==> src/rtl/assert_macros.svh <==
// Assertion macros for the RTL of the sonar hit to world point unit.
// Depends on nothing; the including module provides clk and rst_n.
`ifndef ASSERT_MACROS_SVH
`define ASSERT_MACROS_SVH

// same-cycle implication
`define SHWP_ASSERT_SAME(label, ante, cons, msg) \
    label: assert property (@(posedge clk) disable iff (!rst_n) (ante) |-> (cons)) \
        else $error(msg);

// next-cycle implication
`define SHWP_ASSERT_NEXT(label, ante, cons, msg) \
    label: assert property (@(posedge clk) disable iff (!rst_n) (ante) |=> (cons)) \
        else $error(msg);

`endif

==> src/rtl/shwp_pkg.sv <==
// Package for the sonar hit to world point unit: constants, types, tables.
// No dependencies.
package shwp_pkg;

    localparam int DEF_CORDIC_STAGES = 16;
    localparam int DEF_POS_WIDTH     = 24;

    localparam int CFG_IDX_W  = 2;
    localparam int CFG_DATA_W = 16;

    typedef enum logic [CFG_IDX_W-1:0] {
        CFG_RADIUS       = 2'd0,
        CFG_MAX_RANGE    = 2'd1,
        CFG_MIN_INTERVAL = 2'd2
    } cfg_idx_t;

    localparam logic [11:0] RADIUS_RESET       = 12'd250;
    localparam logic [12:0] MAX_RANGE_RESET    = 13'd2000;
    localparam logic [15:0] MIN_INTERVAL_RESET = 16'd1500;

    // angle units
    localparam logic [16:0] TURN_CENTIDEG  = 17'd36000;
    localparam logic [31:0] HALF_CENTIDEG  = 32'd18000;
    localparam logic [29:0] GAIN_Q30       = 30'd652032874;

    localparam int ANG_W = 34;
    localparam int XY_W  = 34;
    localparam logic signed [ANG_W-1:0] QUARTER_TURN = 34'sd1073741824;

    typedef struct packed {
        logic busy;
        logic done;
    } unit_status_t;

    typedef struct packed {
        logic              hit;
        logic signed [7:0] deg;
    } bearing_t;

    typedef enum logic [1:0] {
        ST_IDLE,
        ST_DIV,
        ST_ROT,
        ST_OUT
    } seq_state_t;

    function automatic bearing_t bearing_lookup(input logic [3:0] idx);
        bearing_t b;
        b.hit = 1'b1;
        unique case (idx)
            4'd0, 4'd15: b.deg = 8'sd90;
            4'd1:        b.deg = 8'sd50;
            4'd2:        b.deg = 8'sd30;
            4'd3:        b.deg = 8'sd10;
            4'd4:        b.deg = -8'sd10;
            4'd5:        b.deg = -8'sd30;
            4'd6:        b.deg = -8'sd50;
            4'd7, 4'd8:  b.deg = -8'sd90;
            default:
            begin
                b.hit = 1'b0;
                b.deg = 8'sd0;
            end
        endcase
        return b;
    endfunction

    // arctangent of 2^-i, full turn = 2^32
    function automatic logic [29:0] atan_lookup(input logic [4:0] i);
        logic [29:0] v;
        unique case (i)
            5'd0:  v = 30'd536870912;
            5'd1:  v = 30'd316933406;
            5'd2:  v = 30'd167458907;
            5'd3:  v = 30'd85004756;
            5'd4:  v = 30'd42667331;
            5'd5:  v = 30'd21354465;
            5'd6:  v = 30'd10679838;
            5'd7:  v = 30'd5340245;
            5'd8:  v = 30'd2670163;
            5'd9:  v = 30'd1335087;
            5'd10: v = 30'd667544;
            5'd11: v = 30'd333772;
            5'd12: v = 30'd166886;
            5'd13: v = 30'd83443;
            5'd14: v = 30'd41722;
            5'd15: v = 30'd20861;
            5'd16: v = 30'd10430;
            5'd17: v = 30'd5215;
            5'd18: v = 30'd2608;
            5'd19: v = 30'd1304;
            5'd20: v = 30'd652;
            5'd21: v = 30'd326;
            5'd22: v = 30'd163;
            5'd23: v = 30'd81;
            default: v = 30'd0;
        endcase
        return v;
    endfunction

endpackage

==> src/rtl/shwp_channels.sv <==
// Handshake channels of the sonar hit to world point unit.
// Depends on nothing; widths follow POS_WIDTH where positions are carried.
interface shwp_in_if #(parameter int POS_WIDTH = 24);
    logic                        valid;
    logic                        ready;
    logic signed [POS_WIDTH-1:0] robot_x_mm;
    logic signed [POS_WIDTH-1:0] robot_y_mm;
    logic signed [15:0]          heading_centideg;
    logic        [12:0]          range_mm;
    logic        [3:0]           sonar_index;
    logic        [31:0]          time_ms;

    modport source (output valid, robot_x_mm, robot_y_mm, heading_centideg,
                    range_mm, sonar_index, time_ms, input ready);
    modport sink   (input valid, robot_x_mm, robot_y_mm, heading_centideg,
                    range_mm, sonar_index, time_ms, output ready);
endinterface

interface shwp_out_if #(parameter int POS_WIDTH = 24);
    logic                        valid;
    logic                        ready;
    logic signed [POS_WIDTH-1:0] point_x_mm;
    logic signed [POS_WIDTH-1:0] point_y_mm;
    logic        [12:0]          hit_range_mm;
    logic signed [7:0]           bearing_deg;

    modport source (output valid, point_x_mm, point_y_mm, hit_range_mm, bearing_deg,
                    input ready);
    modport sink   (input valid, point_x_mm, point_y_mm, hit_range_mm, bearing_deg,
                    output ready);
endinterface

interface shwp_cfg_if;
    logic        valid;
    logic        ready;
    logic [1:0]  addr;
    logic [15:0] data;

    modport source (output valid, addr, data, input ready);
    modport sink   (input valid, addr, data, output ready);
endinterface

==> src/rtl/shwp_angle_div.sv <==
// Bit-serial restoring divider: binary angle = (t * 2^32 + 18000) / 36000.
// Depends on shwp_pkg.
module shwp_angle_div
    import shwp_pkg::*;
(
    input  logic         clk,
    input  logic         rst_n,
    input  logic         start,
    input  logic [15:0]  t_centideg,
    output unit_status_t status,
    output logic [31:0]  quot
);

    logic [16:0] rem_reg, rem_next;
    logic [31:0] quot_reg, quot_next;
    logic [4:0]  cnt_reg;
    logic        busy_reg, done_reg;
    logic [16:0] shifted;
    logic        qbit;

    // next dividend bit comes from the low word, which holds 18000
    always_comb
    begin
        shifted = {rem_reg[15:0], HALF_CENTIDEG[~cnt_reg]};
        qbit    = (shifted >= TURN_CENTIDEG);
        rem_next  = qbit ? (shifted - TURN_CENTIDEG) : shifted;
        quot_next = {quot_reg[30:0], qbit};
    end

    always_ff @(posedge clk or negedge rst_n)
    begin
        if (!rst_n)
        begin
            busy_reg <= 1'b0;
            done_reg <= 1'b0;
            cnt_reg  <= '0;
        end
        else
        begin
            done_reg <= 1'b0;
            if (start)
            begin
                busy_reg <= 1'b1;
                cnt_reg  <= '0;
            end
            else if (busy_reg)
            begin
                cnt_reg <= cnt_reg + 5'd1;
                if (cnt_reg == 5'd31)
                begin
                    busy_reg <= 1'b0;
                    done_reg <= 1'b1;
                end
            end
        end
    end

    always_ff @(posedge clk)
    begin
        if (start)
        begin
            rem_reg  <= {1'b0, t_centideg};
            quot_reg <= '0;
        end
        else if (busy_reg)
        begin
            rem_reg  <= rem_next;
            quot_reg <= quot_next;
        end
    end

    assign status = '{busy: busy_reg, done: done_reg};
    assign quot   = quot_reg;

endmodule

==> src/rtl/shwp_radius_mul.sv <==
// Bit-serial shift-add multiply: r = (dist * gain + 2^13) >> 14, Q16 with gain.
// Depends on shwp_pkg.
module shwp_radius_mul
    import shwp_pkg::*;
(
    input  logic         clk,
    input  logic         rst_n,
    input  logic         start,
    input  logic [13:0]  dist_mm,
    output unit_status_t status,
    output logic [29:0]  r_q16
);

    logic [13:0] m_reg;
    logic [43:0] addend_reg, acc_reg, acc_next, rnd;
    logic [29:0] r_reg;
    logic [3:0]  cnt_reg;
    logic        busy_reg, done_reg;

    always_comb
    begin
        acc_next = acc_reg + (m_reg[0] ? addend_reg : 44'd0);
        rnd      = acc_next + 44'd8192;
    end

    always_ff @(posedge clk or negedge rst_n)
    begin
        if (!rst_n)
        begin
            busy_reg <= 1'b0;
            done_reg <= 1'b0;
            cnt_reg  <= '0;
        end
        else
        begin
            done_reg <= 1'b0;
            if (start)
            begin
                busy_reg <= 1'b1;
                cnt_reg  <= '0;
            end
            else if (busy_reg)
            begin
                cnt_reg <= cnt_reg + 4'd1;
                if (cnt_reg == 4'd13)
                begin
                    busy_reg <= 1'b0;
                    done_reg <= 1'b1;
                end
            end
        end
    end

    always_ff @(posedge clk)
    begin
        if (start)
        begin
            m_reg      <= dist_mm;
            addend_reg <= 44'(GAIN_Q30);
            acc_reg    <= '0;
        end
        else if (busy_reg)
        begin
            m_reg      <= m_reg >> 1;
            addend_reg <= addend_reg << 1;
            acc_reg    <= acc_next;
            if (cnt_reg == 4'd13)
                r_reg <= rnd[43:14];
        end
    end

    assign status = '{busy: busy_reg, done: done_reg};
    assign r_q16  = r_reg;

endmodule

==> src/rtl/shwp_cordic.sv <==
// Iterative CORDIC rotation, one stage per cycle, with quarter-turn fold on load.
// Depends on shwp_pkg.
module shwp_cordic
    import shwp_pkg::*;
#(
    parameter int CORDIC_STAGES = DEF_CORDIC_STAGES
)
(
    input  logic                   clk,
    input  logic                   rst_n,
    input  logic                   start,
    input  logic [31:0]            angle,
    input  logic [29:0]            r_q16,
    output unit_status_t           status,
    output logic signed [XY_W-1:0] x_q16,
    output logic signed [XY_W-1:0] y_q16
);

    localparam int CW = $clog2(CORDIC_STAGES);

    logic signed [XY_W-1:0]  x_reg, y_reg, dx, dy, r_s;
    logic signed [ANG_W-1:0] a_reg, a_in, at;
    logic [CW-1:0]           cnt_reg;
    logic                    busy_reg, done_reg;

    always_comb
    begin
        a_in = ANG_W'(signed'(angle));
        r_s  = signed'(XY_W'(r_q16));
        at   = signed'(ANG_W'(atan_lookup(5'(cnt_reg))));
        dx   = y_reg >>> cnt_reg;
        dy   = x_reg >>> cnt_reg;
    end

    always_ff @(posedge clk or negedge rst_n)
    begin
        if (!rst_n)
        begin
            busy_reg <= 1'b0;
            done_reg <= 1'b0;
            cnt_reg  <= '0;
        end
        else
        begin
            done_reg <= 1'b0;
            if (start)
            begin
                busy_reg <= 1'b1;
                cnt_reg  <= '0;
            end
            else if (busy_reg)
            begin
                cnt_reg <= cnt_reg + CW'(1);
                if (cnt_reg == CW'(CORDIC_STAGES - 1))
                begin
                    busy_reg <= 1'b0;
                    done_reg <= 1'b1;
                end
            end
        end
    end

    always_ff @(posedge clk)
    begin
        if (start)
        begin
            // fold into the right half plane
            if (a_in > QUARTER_TURN)
            begin
                x_reg <= '0;
                y_reg <= r_s;
                a_reg <= a_in - QUARTER_TURN;
            end
            else if (a_in < -QUARTER_TURN)
            begin
                x_reg <= '0;
                y_reg <= -r_s;
                a_reg <= a_in + QUARTER_TURN;
            end
            else
            begin
                x_reg <= r_s;
                y_reg <= '0;
                a_reg <= a_in;
            end
        end
        else if (busy_reg)
        begin
            if (a_reg >= 0)
            begin
                x_reg <= x_reg - dx;
                y_reg <= y_reg + dy;
                a_reg <= a_reg - at;
            end
            else
            begin
                x_reg <= x_reg + dx;
                y_reg <= y_reg - dy;
                a_reg <= a_reg + at;
            end
        end
    end

    assign status = '{busy: busy_reg, done: done_reg};
    assign x_q16  = x_reg;
    assign y_q16  = y_reg;

endmodule

==> src/rtl/sonar_hit_to_world_point_unit.sv <==
// Top level of the sonar hit to world point unit: gating, bearing, sequencing, output.
// Depends on shwp_pkg, shwp_channels, shwp_angle_div, shwp_radius_mul, shwp_cordic, assert_macros.svh.
//
//   channel   dir   contents
//   reading   in    robot pose, range, sonar index, timestamp
//   point     out   world point, range, bearing
//   cfg       in    register writes (addr, data), always ready
//
// An emitted item passes through the bit-serial angle divider, then through the CORDIC at
// one CORDIC stage per cycle, then into the output register.
// A reading that is not emitted leaves the unit idle. One item is in flight at a time.
// The finished result waits in the output register while the next reading is taken.
// Reset clears the control state and loads the register defaults.
module sonar_hit_to_world_point_unit
    import shwp_pkg::*;
#(
    parameter int CORDIC_STAGES = DEF_CORDIC_STAGES,
    parameter int POS_WIDTH     = DEF_POS_WIDTH
)
(
    input  logic                clk,
    input  logic                rst_n,
    shwp_in_if.sink             reading,
    shwp_out_if.source          point,
    shwp_cfg_if.sink            cfg
);

`include "assert_macros.svh"

    localparam int SUM_W = ((POS_WIDTH > 18) ? POS_WIDTH : 18) + 1;
    localparam logic signed [SUM_W-1:0] SAT_HI =
        {{(SUM_W-POS_WIDTH+1){1'b0}}, {(POS_WIDTH-1){1'b1}}};
    localparam logic signed [SUM_W-1:0] SAT_LO = ~SAT_HI;

    seq_state_t state_reg, state_next;

    logic [11:0] radius_reg;
    logic [12:0] max_range_reg;
    logic [15:0] min_interval_reg;
    logic [31:0] last_emit_reg;
    logic signed [7:0] last_bearing_reg;

    logic signed [POS_WIDTH-1:0] rx_reg, ry_reg;
    logic [12:0]       hit_range_reg;
    logic signed [7:0] bearing_reg;

    logic                        out_valid_reg;
    logic signed [POS_WIDTH-1:0] point_x_reg, point_y_reg;
    logic [12:0]                 point_range_reg;
    logic signed [7:0]           point_bearing_reg;

    logic        acc, gate_ok, cordic_start, out_load;
    logic [31:0] elapsed;
    bearing_t    lk;
    logic signed [7:0]  bear;
    logic signed [17:0] t_raw;
    logic [15:0] t_mod;
    logic [13:0] dist_sum;

    unit_status_t div_st, mul_st, cor_st;
    logic [31:0]  quot;
    logic [29:0]  r_q16;
    logic signed [XY_W-1:0]  x_q16, y_q16, x_rnd, y_rnd;
    logic signed [SUM_W-1:0] sum_x, sum_y;
    logic signed [POS_WIDTH-1:0] sat_x, sat_y;

    // ---- accept-cycle work ----
    always_comb
    begin
        acc     = reading.valid && reading.ready;
        elapsed = reading.time_ms - last_emit_reg;
        gate_ok = (elapsed > 32'(min_interval_reg)) && (reading.range_mm < max_range_reg);
        lk      = bearing_lookup(reading.sonar_index);
        bear    = lk.hit ? lk.deg : last_bearing_reg;
        t_raw   = 18'(reading.heading_centideg) + 18'(bear) * 18'sd100;
        // reduce into one turn
        if (t_raw < -18'sd36000)
            t_mod = 16'(t_raw + 18'sd72000);
        else if (t_raw < 18'sd0)
            t_mod = 16'(t_raw + 18'sd36000);
        else if (t_raw >= 18'sd36000)
            t_mod = 16'(t_raw - 18'sd36000);
        else
            t_mod = 16'(t_raw);
        dist_sum = 14'(reading.range_mm) + 14'(radius_reg);
    end

    shwp_angle_div u_div (
        .clk        (clk),
        .rst_n      (rst_n),
        .start      (acc && gate_ok),
        .t_centideg (t_mod),
        .status     (div_st),
        .quot       (quot)
    );

    shwp_radius_mul u_mul (
        .clk     (clk),
        .rst_n   (rst_n),
        .start   (acc && gate_ok),
        .dist_mm (dist_sum),
        .status  (mul_st),
        .r_q16   (r_q16)
    );

    shwp_cordic #(
        .CORDIC_STAGES (CORDIC_STAGES)
    ) u_cordic (
        .clk    (clk),
        .rst_n  (rst_n),
        .start  (cordic_start),
        .angle  (quot),
        .r_q16  (r_q16),
        .status (cor_st),
        .x_q16  (x_q16),
        .y_q16  (y_q16)
    );

    // ---- round, translate, saturate ----
    always_comb
    begin
        x_rnd = (x_q16 + XY_W'(32768)) >>> 16;
        y_rnd = (y_q16 + XY_W'(32768)) >>> 16;
        sum_x = SUM_W'(signed'(x_rnd[17:0])) + SUM_W'(rx_reg);
        sum_y = SUM_W'(signed'(y_rnd[17:0])) + SUM_W'(ry_reg);
        if (sum_x > SAT_HI)
            sat_x = SAT_HI[POS_WIDTH-1:0];
        else if (sum_x < SAT_LO)
            sat_x = SAT_LO[POS_WIDTH-1:0];
        else
            sat_x = sum_x[POS_WIDTH-1:0];
        if (sum_y > SAT_HI)
            sat_y = SAT_HI[POS_WIDTH-1:0];
        else if (sum_y < SAT_LO)
            sat_y = SAT_LO[POS_WIDTH-1:0];
        else
            sat_y = sum_y[POS_WIDTH-1:0];
    end

    // ---- sequencer ----
    always_comb
    begin
        state_next = state_reg;
        unique case (state_reg)
            ST_IDLE: if (acc && gate_ok) state_next = ST_DIV;
            ST_DIV:  if (div_st.done)    state_next = ST_ROT;
            ST_ROT:  if (cor_st.done)    state_next = ST_OUT;
            ST_OUT:  if (out_load)       state_next = ST_IDLE;
            default: state_next = ST_IDLE;
        endcase
    end

    always_comb
    begin
        reading.ready = (state_reg == ST_IDLE);
        cordic_start  = (state_reg == ST_DIV) && div_st.done;
        out_load      = (state_reg == ST_OUT) && (!out_valid_reg || point.ready);
    end

    always_ff @(posedge clk or negedge rst_n)
    begin
        if (!rst_n)
        begin
            state_reg        <= ST_IDLE;
            radius_reg       <= RADIUS_RESET;
            max_range_reg    <= MAX_RANGE_RESET;
            min_interval_reg <= MIN_INTERVAL_RESET;
            last_emit_reg    <= '0;
            last_bearing_reg <= '0;
            out_valid_reg    <= 1'b0;
        end
        else
        begin
            state_reg <= state_next;
            if (cfg.valid && cfg.ready)
            begin
                unique case (cfg.addr)
                    CFG_RADIUS:       radius_reg       <= cfg.data[11:0];
                    CFG_MAX_RANGE:    max_range_reg    <= cfg.data[12:0];
                    CFG_MIN_INTERVAL: min_interval_reg <= cfg.data;
                    default: ;
                endcase
            end
            if (acc && gate_ok)
            begin
                last_emit_reg <= reading.time_ms;
                if (lk.hit)
                    last_bearing_reg <= lk.deg;
            end
            if (out_load)
                out_valid_reg <= 1'b1;
            else if (point.ready)
                out_valid_reg <= 1'b0;
        end
    end

    always_ff @(posedge clk)
    begin
        if (acc && gate_ok)
        begin
            rx_reg        <= reading.robot_x_mm;
            ry_reg        <= reading.robot_y_mm;
            hit_range_reg <= reading.range_mm;
            bearing_reg   <= bear;
        end
        if (out_load)
        begin
            point_x_reg       <= sat_x;
            point_y_reg       <= sat_y;
            point_range_reg   <= hit_range_reg;
            point_bearing_reg <= bearing_reg;
        end
    end

    assign cfg.ready          = 1'b1;
    assign point.valid        = out_valid_reg;
    assign point.point_x_mm   = point_x_reg;
    assign point.point_y_mm   = point_y_reg;
    assign point.hit_range_mm = point_range_reg;
    assign point.bearing_deg  = point_bearing_reg;

    `SHWP_ASSERT_NEXT(a_skip_stays_idle, acc && !gate_ok, state_reg == ST_IDLE,
        "skipped reading left idle")
    `SHWP_ASSERT_SAME(a_mul_before_div, div_st.done, !mul_st.busy,
        "radius multiply still busy when angle ready")
    `SHWP_ASSERT_SAME(a_div_in_div_state, div_st.done, state_reg == ST_DIV,
        "divider finished outside its state")
    `SHWP_ASSERT_NEXT(a_emit_time_kept, acc && gate_ok, last_emit_reg == $past(reading.time_ms),
        "emit time not recorded")

endmodule
==> src/flat_wrapper.sv <==
// flat-port wrapper written by rule: the top's interface ports become plain ports
module sonar_hit_to_world_point_unit_flat import shwp_pkg::*;
#(
    parameter int CORDIC_STAGES = DEF_CORDIC_STAGES,
    parameter int POS_WIDTH     = DEF_POS_WIDTH
)
  (clk, rst_n, reading_valid, reading_robot_x_mm, reading_robot_y_mm, reading_heading_centideg, reading_range_mm, reading_sonar_index, reading_time_ms, reading_ready, point_valid, point_point_x_mm, point_point_y_mm, point_hit_range_mm, point_bearing_deg, point_ready, cfg_valid, cfg_addr, cfg_data, cfg_ready);
  shwp_in_if #(.POS_WIDTH(POS_WIDTH)) reading_i ();
  shwp_out_if #(.POS_WIDTH(POS_WIDTH)) point_i ();
  shwp_cfg_if cfg_i ();
  input  logic clk;
  input  logic rst_n;
  input wire logic [$bits(reading_i.valid)-1:0] reading_valid;
  input wire logic [$bits(reading_i.robot_x_mm)-1:0] reading_robot_x_mm;
  input wire logic [$bits(reading_i.robot_y_mm)-1:0] reading_robot_y_mm;
  input wire logic [$bits(reading_i.heading_centideg)-1:0] reading_heading_centideg;
  input wire logic [$bits(reading_i.range_mm)-1:0] reading_range_mm;
  input wire logic [$bits(reading_i.sonar_index)-1:0] reading_sonar_index;
  input wire logic [$bits(reading_i.time_ms)-1:0] reading_time_ms;
  output wire logic [$bits(reading_i.ready)-1:0] reading_ready;
  output wire logic [$bits(point_i.valid)-1:0] point_valid;
  output wire logic [$bits(point_i.point_x_mm)-1:0] point_point_x_mm;
  output wire logic [$bits(point_i.point_y_mm)-1:0] point_point_y_mm;
  output wire logic [$bits(point_i.hit_range_mm)-1:0] point_hit_range_mm;
  output wire logic [$bits(point_i.bearing_deg)-1:0] point_bearing_deg;
  input wire logic [$bits(point_i.ready)-1:0] point_ready;
  input wire logic [$bits(cfg_i.valid)-1:0] cfg_valid;
  input wire logic [$bits(cfg_i.addr)-1:0] cfg_addr;
  input wire logic [$bits(cfg_i.data)-1:0] cfg_data;
  output wire logic [$bits(cfg_i.ready)-1:0] cfg_ready;
  assign reading_i.valid = reading_valid;
  assign reading_i.robot_x_mm = reading_robot_x_mm;
  assign reading_i.robot_y_mm = reading_robot_y_mm;
  assign reading_i.heading_centideg = reading_heading_centideg;
  assign reading_i.range_mm = reading_range_mm;
  assign reading_i.sonar_index = reading_sonar_index;
  assign reading_i.time_ms = reading_time_ms;
  assign reading_ready = reading_i.ready;
  assign point_valid = point_i.valid;
  assign point_point_x_mm = point_i.point_x_mm;
  assign point_point_y_mm = point_i.point_y_mm;
  assign point_hit_range_mm = point_i.hit_range_mm;
  assign point_bearing_deg = point_i.bearing_deg;
  assign point_i.ready = point_ready;
  assign cfg_i.valid = cfg_valid;
  assign cfg_i.addr = cfg_addr;
  assign cfg_i.data = cfg_data;
  assign cfg_ready = cfg_i.ready;
  sonar_hit_to_world_point_unit #(.CORDIC_STAGES(CORDIC_STAGES), .POS_WIDTH(POS_WIDTH)) u_core (.clk(clk), .rst_n(rst_n), .reading(reading_i), .point(point_i), .cfg(cfg_i));
endmodule
==> config.mk <==
export PLATFORM = sky130hd
export DESIGN_NAME = sonar_hit_to_world_point_unit_flat
export DESIGN_NICKNAME = d
export VERILOG_FILES = /design/src/rtl/shwp_pkg.sv /design/src/rtl/shwp_channels.sv /design/src/rtl/shwp_angle_div.sv /design/src/rtl/shwp_radius_mul.sv /design/src/rtl/shwp_cordic.sv /design/src/rtl/sonar_hit_to_world_point_unit.sv /design/src/flat_wrapper.sv
export VERILOG_INCLUDE_DIRS = /design/src /design/src/rtl
export SDC_FILE = /design/constraint.sdc
export NUM_CORES = 2
export LEC_CHECK = 0
export ABC_CLOCK_PERIOD_IN_PS = 8900
export BUFFER_PORTS_ARGS = -buffer_cell sky130_fd_sc_hd__buf_2
export CORE_AREA = 10 10 333 335
export CTS_CLUSTER_DIAMETER = 150
export DETAILED_ROUTE_END_ITERATION = 6
export DIE_AREA = 0 0 343 345
export SLEW_MARGIN = 20
export SYNTH_ARGS = -nofsm -noshare
export SYNTH_HDL_FRONTEND = slang
export SYNTH_SLANG_ARGS = --single-unit
==> constraint.sdc <==
create_clock -name clk -period 8.9 [get_ports clk]
set_clock_uncertainty 0.2 [all_clocks]
set_input_delay 0.89 -clock clk [delete_from_list [all_inputs] [get_ports clk]]
set_output_delay 0.89 -clock clk [all_outputs]
set_load 0.005 [all_outputs]
==> run_results.csv <==
group,metric,value,unit
logic_synthesis,synth_top_area_share,21.72,%
logic_synthesis,synth-seq-cells,520,
placement,place_area,0.04384,sq mm
logic_synthesis,ys_seq_area_share,33.63,%
clock_tree,cts_hold_buf,0,
clock_tree,cts_buffers,66,
logic_synthesis,synth_cells,4398,
clock_tree,clk_pin_slew,0.06,ns
logic_synthesis,synth_area,0.04147,sq mm
detailed_routing,ant_nets,0,
die,initial_utilization,39.73,%
placement,io_buffer_count,206,
critical_path,slowest_stage,"dfrtp_4",
sta,hold_viol,0,
sta,finalSetupViolCount,0,
critical_path,cpLargestDelayFamily,"simple AND/OR/NAND/NOR gates",
global_route,grt_pass1_vias,32560,
logic_synthesis,syn-num-nets,4882,
critical_path,r2r_end,"u_core.u_cordic.y_q16[31]",
global_route,antenna_found_initial,4,
global_route,grt_usage,18.54,%
logic_synthesis,synth-compound-area-share,17.77,%
layout,design_area,0.04606,sq mm
critical_path,path_common_cell,"o21ai_0",
logic_synthesis,syn_avg_cell_area,9.429,sq um
layout,area_growth,11.07,%
global_route,grt_pass1_wl,180.2,mm
layout,diodes,0,
global_route,grt_max_degree,121,
logic_synthesis,synth_largest_area_cell,"edfxtp_1",
logic_synthesis,yosys-top-cells-area,"edfxtp_1 (22%), ha_1 (10%), dfxtp_1 (5.7%), dfrtp_1 (5.0%), xnor2_1 (5.0%)",
sta,period_share,82.85,%
clock_tree,clk_latency,0.65,ns
sta,setup_ws,1.526,ns
flow_run,max_cap_viol_count,0,
detailed_routing,wl,113.8,mm
placement,place_congestion,0.9302,
die,dieArea,0.1183,sq mm
die,core,0.1044,sq mm
critical_path,critPathKind,"flip-flop to flip-flop",
power,p_leak,18.43,nW
logic_synthesis,ys.flop_type,"edfxtp_1",
critical_path,cp-end-kind,"flip-flop",
sta,tns,0,ns
power,total_power,6.742,mW
logic_synthesis,synth-simple-area-share,14.15,%
critical_path,max_stage_delay,0.86,ns
logic_synthesis,synth_top_family_by_area,"compound AO/OA/AOI/OAI gates",
layout,nets,5011,
logic_synthesis,synthDistinctLibCells,95,
die,die_h,345,microns
global_route,gr-total-overflow,0,
logic_synthesis,synth-async-reset-ratio,19.62,%
critical_path,rr_startpoint,"u_core.u_cordic.cnt_reg[0]",
detailed_routing,drc,0,
logic_synthesis,yosysWarnings,0,
die,num_rows,119,
sta,slew_headroom,28.65,%
logic_synthesis,synthAdderAreaFrac,10.92,%
outcome,status,"finished, final reports clean",
clock_tree,cts-resized-gates,0,
sta,min_period,7.374,ns
clock_tree,cts_tree,"built",
critical_path,worstPathArrival,7.50,ns
power,pwr_density_cell,146.4,mW/mm^2
sta,grt_setup_unrepaired,"no",
logic_synthesis,synthXorXnorAreaFrac,8.258,%
logic_synthesis,synth_edf_count,300,
die,io_pins,208,
critical_path,worstPathMaxFanout,41,
clock_tree,clock_sinks,520,
clock_tree,cts-root-buf,"clkbuf_16",
clock_tree,htreeDepth,3,
placement,dp_slack,1.012,ns
detailed_routing,initialDrtViolationCount,2570,
clock_tree,cts_setup_buffers,0,
die,die_w,343,microns
worst_hold_path,hp-class,"input port to async pin",
detailed_routing,wire_per_inst,19.06,microns
critical_path,critPathBufInv,1,
layout,drive_above_1_share,13.50,%
sta,fmax,0.1356,GHz
critical_path,worstPathRequired,9.03,ns
sta,worstMarginPinSlew,1.070,ns
placement,dp_hpwl,85.68,mm
clock_tree,clk_path_buf_depth,3,
critical_path,start_kind,"flip-flop",
critical_path,r2r_slack,1.53,ns
detailed_routing,firstDrtPassIters,6,
critical_path,reg2reg_depth,21,
power,vdd_drop_max,0.1968,mV
critical_path,crit_chain,"buf_4 > mux4_2 > mux2_1 > mux2i_1 > nor2b_1 > nand4b_1 > or3b_1 > o21ai_0 > xor2_1 > ha_1 > o21ai_0 > or2_2 > or4_1 > a211oi_1 > nor2_1 > a21oi_1 > nand4_1 > nand4b_1 > a21oi_1 > xor2_1 > o21ai_0",
detailed_routing,viasPerCell,5.660,
logic_synthesis,synth.mux.area_fraction,11.66,%
sta,slew_viol_final,0,
sta,fin_hold_ws,0.02441,ns
detailed_routing,routed-via-count,33780,
worst register-to-register path, delay by kind of cell (launching register included):
family / cells / cell delay (ns)
xor gates and xnor gates: 2 / 0.23
DFF: 1 / 0.86
AOI/OAI and AO/OA: 6 / 1.25
buffers and inverters: 1 / 0.70
muxes: 3 / 1.36
and+or+nand+nor: 8 / 2.03
adders and majority gates: 1 / 0.44
through the flow:
step / std cells / utilization (%)
2_1_floorplan: 4398 / -
3_3_place_gp: 5850 / 42.00
3_5_place_dp: 5850 / 42.00
4_1_cts: 5968 / 44.12
5_1_grt: 5968 / 44.13
6_report: 5968 / 44.13
power breakdown:
group          leakage (nW)  internal, mW  switching [mW]
logic                  12.6         0.588           0.809
registers              4.71          2.58          0.0180
clock network          1.08          1.64            1.12
worst max path at each step:
stage | from | to | slack [ns] | cells after the start
2_1_floorplan | reading_time_ms[0] | u_core.u_mul.r_q16[0] | 1.04 | 25
3_3_place_gp | reading_sonar_index[1] | u_core.u_div.rem_reg[11] | 1.04 | 29
3_5_place_dp | reading_sonar_index[1] | u_core.u_div.rem_reg[11] | 1.01 | 29
4_1_cts | u_core.u_cordic.cnt_reg[0] | u_core.u_cordic.y_q16[33] | 1.55 | 21
5_1_grt | reading_sonar_index[1] | u_core.u_div.rem_reg[11] | 1.00 | 29
6_report | u_core.u_cordic.cnt_reg[0] | u_core.u_cordic.y_q16[31] | 1.53 | 21
routing by layer:
layer | vias up | global-route usage [%] | wire [microns]
met3 | 212 | 2.837 | 6439
met5 | - | 0 | 20
li1 | 16460 | - | -
met1 | 16160 | 24.50 | 50720
met4 | 2 | 7.384 | 4317
met2 | 944 | 30.07 | 52250
cell usage after synthesis (23+ instances only):
cell type,number
a211o_1,25
a211oi_1,40
a21o_1,131
a21oi_1,338
a31oi_1,34
and2_1,87
and3_1,34
clkbuf_1,140
dfrtp_1,83
dfxtp_1,118
edfxtp_1,300
ha_1,333
inv_1,202
mux2_2,117
mux2i_1,159
mux4_2,81
nand2_1,321
nand2b_1,47
nand3_1,84
nand4_1,41
nor2_1,369
nor2b_1,44
nor3_1,70
nor4_1,26
o211ai_1,31
o21a_1,50
o21ai_0,241
o21bai_1,31
o22ai_1,23
o31ai_1,32
or2_2,25
or3_1,25
xnor2_1,237
xor2_1,154
kinds of logic (layout without fill, tap and decap cells):
| kind of cell | Yosys count | count (layout) |
|---|---|---|
| buffers and inverters | 384 | 563 |
| AOI/OAI and AO/OA | 1156 | 1156 |
| muxes | 366 | 366 |
| other | 1 | 1 |
| DFF | 520 | 520 |
| xor gates and xnor gates | 391 | 391 |
| adders and majority gates | 354 | 354 |
| and+or+nand+nor | 1226 | 1226 |
cells in the final DEF (no fill, tap or decap), drive strengths merged, types with 16 or more instances in the layout:
master	instances
nor2	369
a21oi	338
ha	333
nand2	321
edfxtp	300
o21ai	257
buf	239
xnor2	237
inv	209
mux2i	159
xor2	154
a21o	131
mux2	126
dfxtp	118
clkbuf	88
and2	87
nand3	84
dfrtp	83
mux4	81
nor3	70
o21a	50
nand2b	48
nor2b	44
nand4	41
a211oi	40
and3	34
a31oi	34
o31ai	32
o211ai	31
o21bai	31
nor4	27
or2	27
or3	25
a211o	25
o22ai	23
a221oi	22
clkinv	21
dfstp	19
a21boi	16
layout make-up:
cell class                      count  area [sq um]
Fill cell                       10030         58310
Timing Repair Buffer              239          1294
Clock inverter                     30         339.1
Inverter                          206         773.2
Clock buffer                       88          1869
Tap cell                         1391          1740
Sequential cell                   520         13960
Multi-Input combinational cell   3494         26080
No activity file was read; power rests on OpenSTA's default activity.
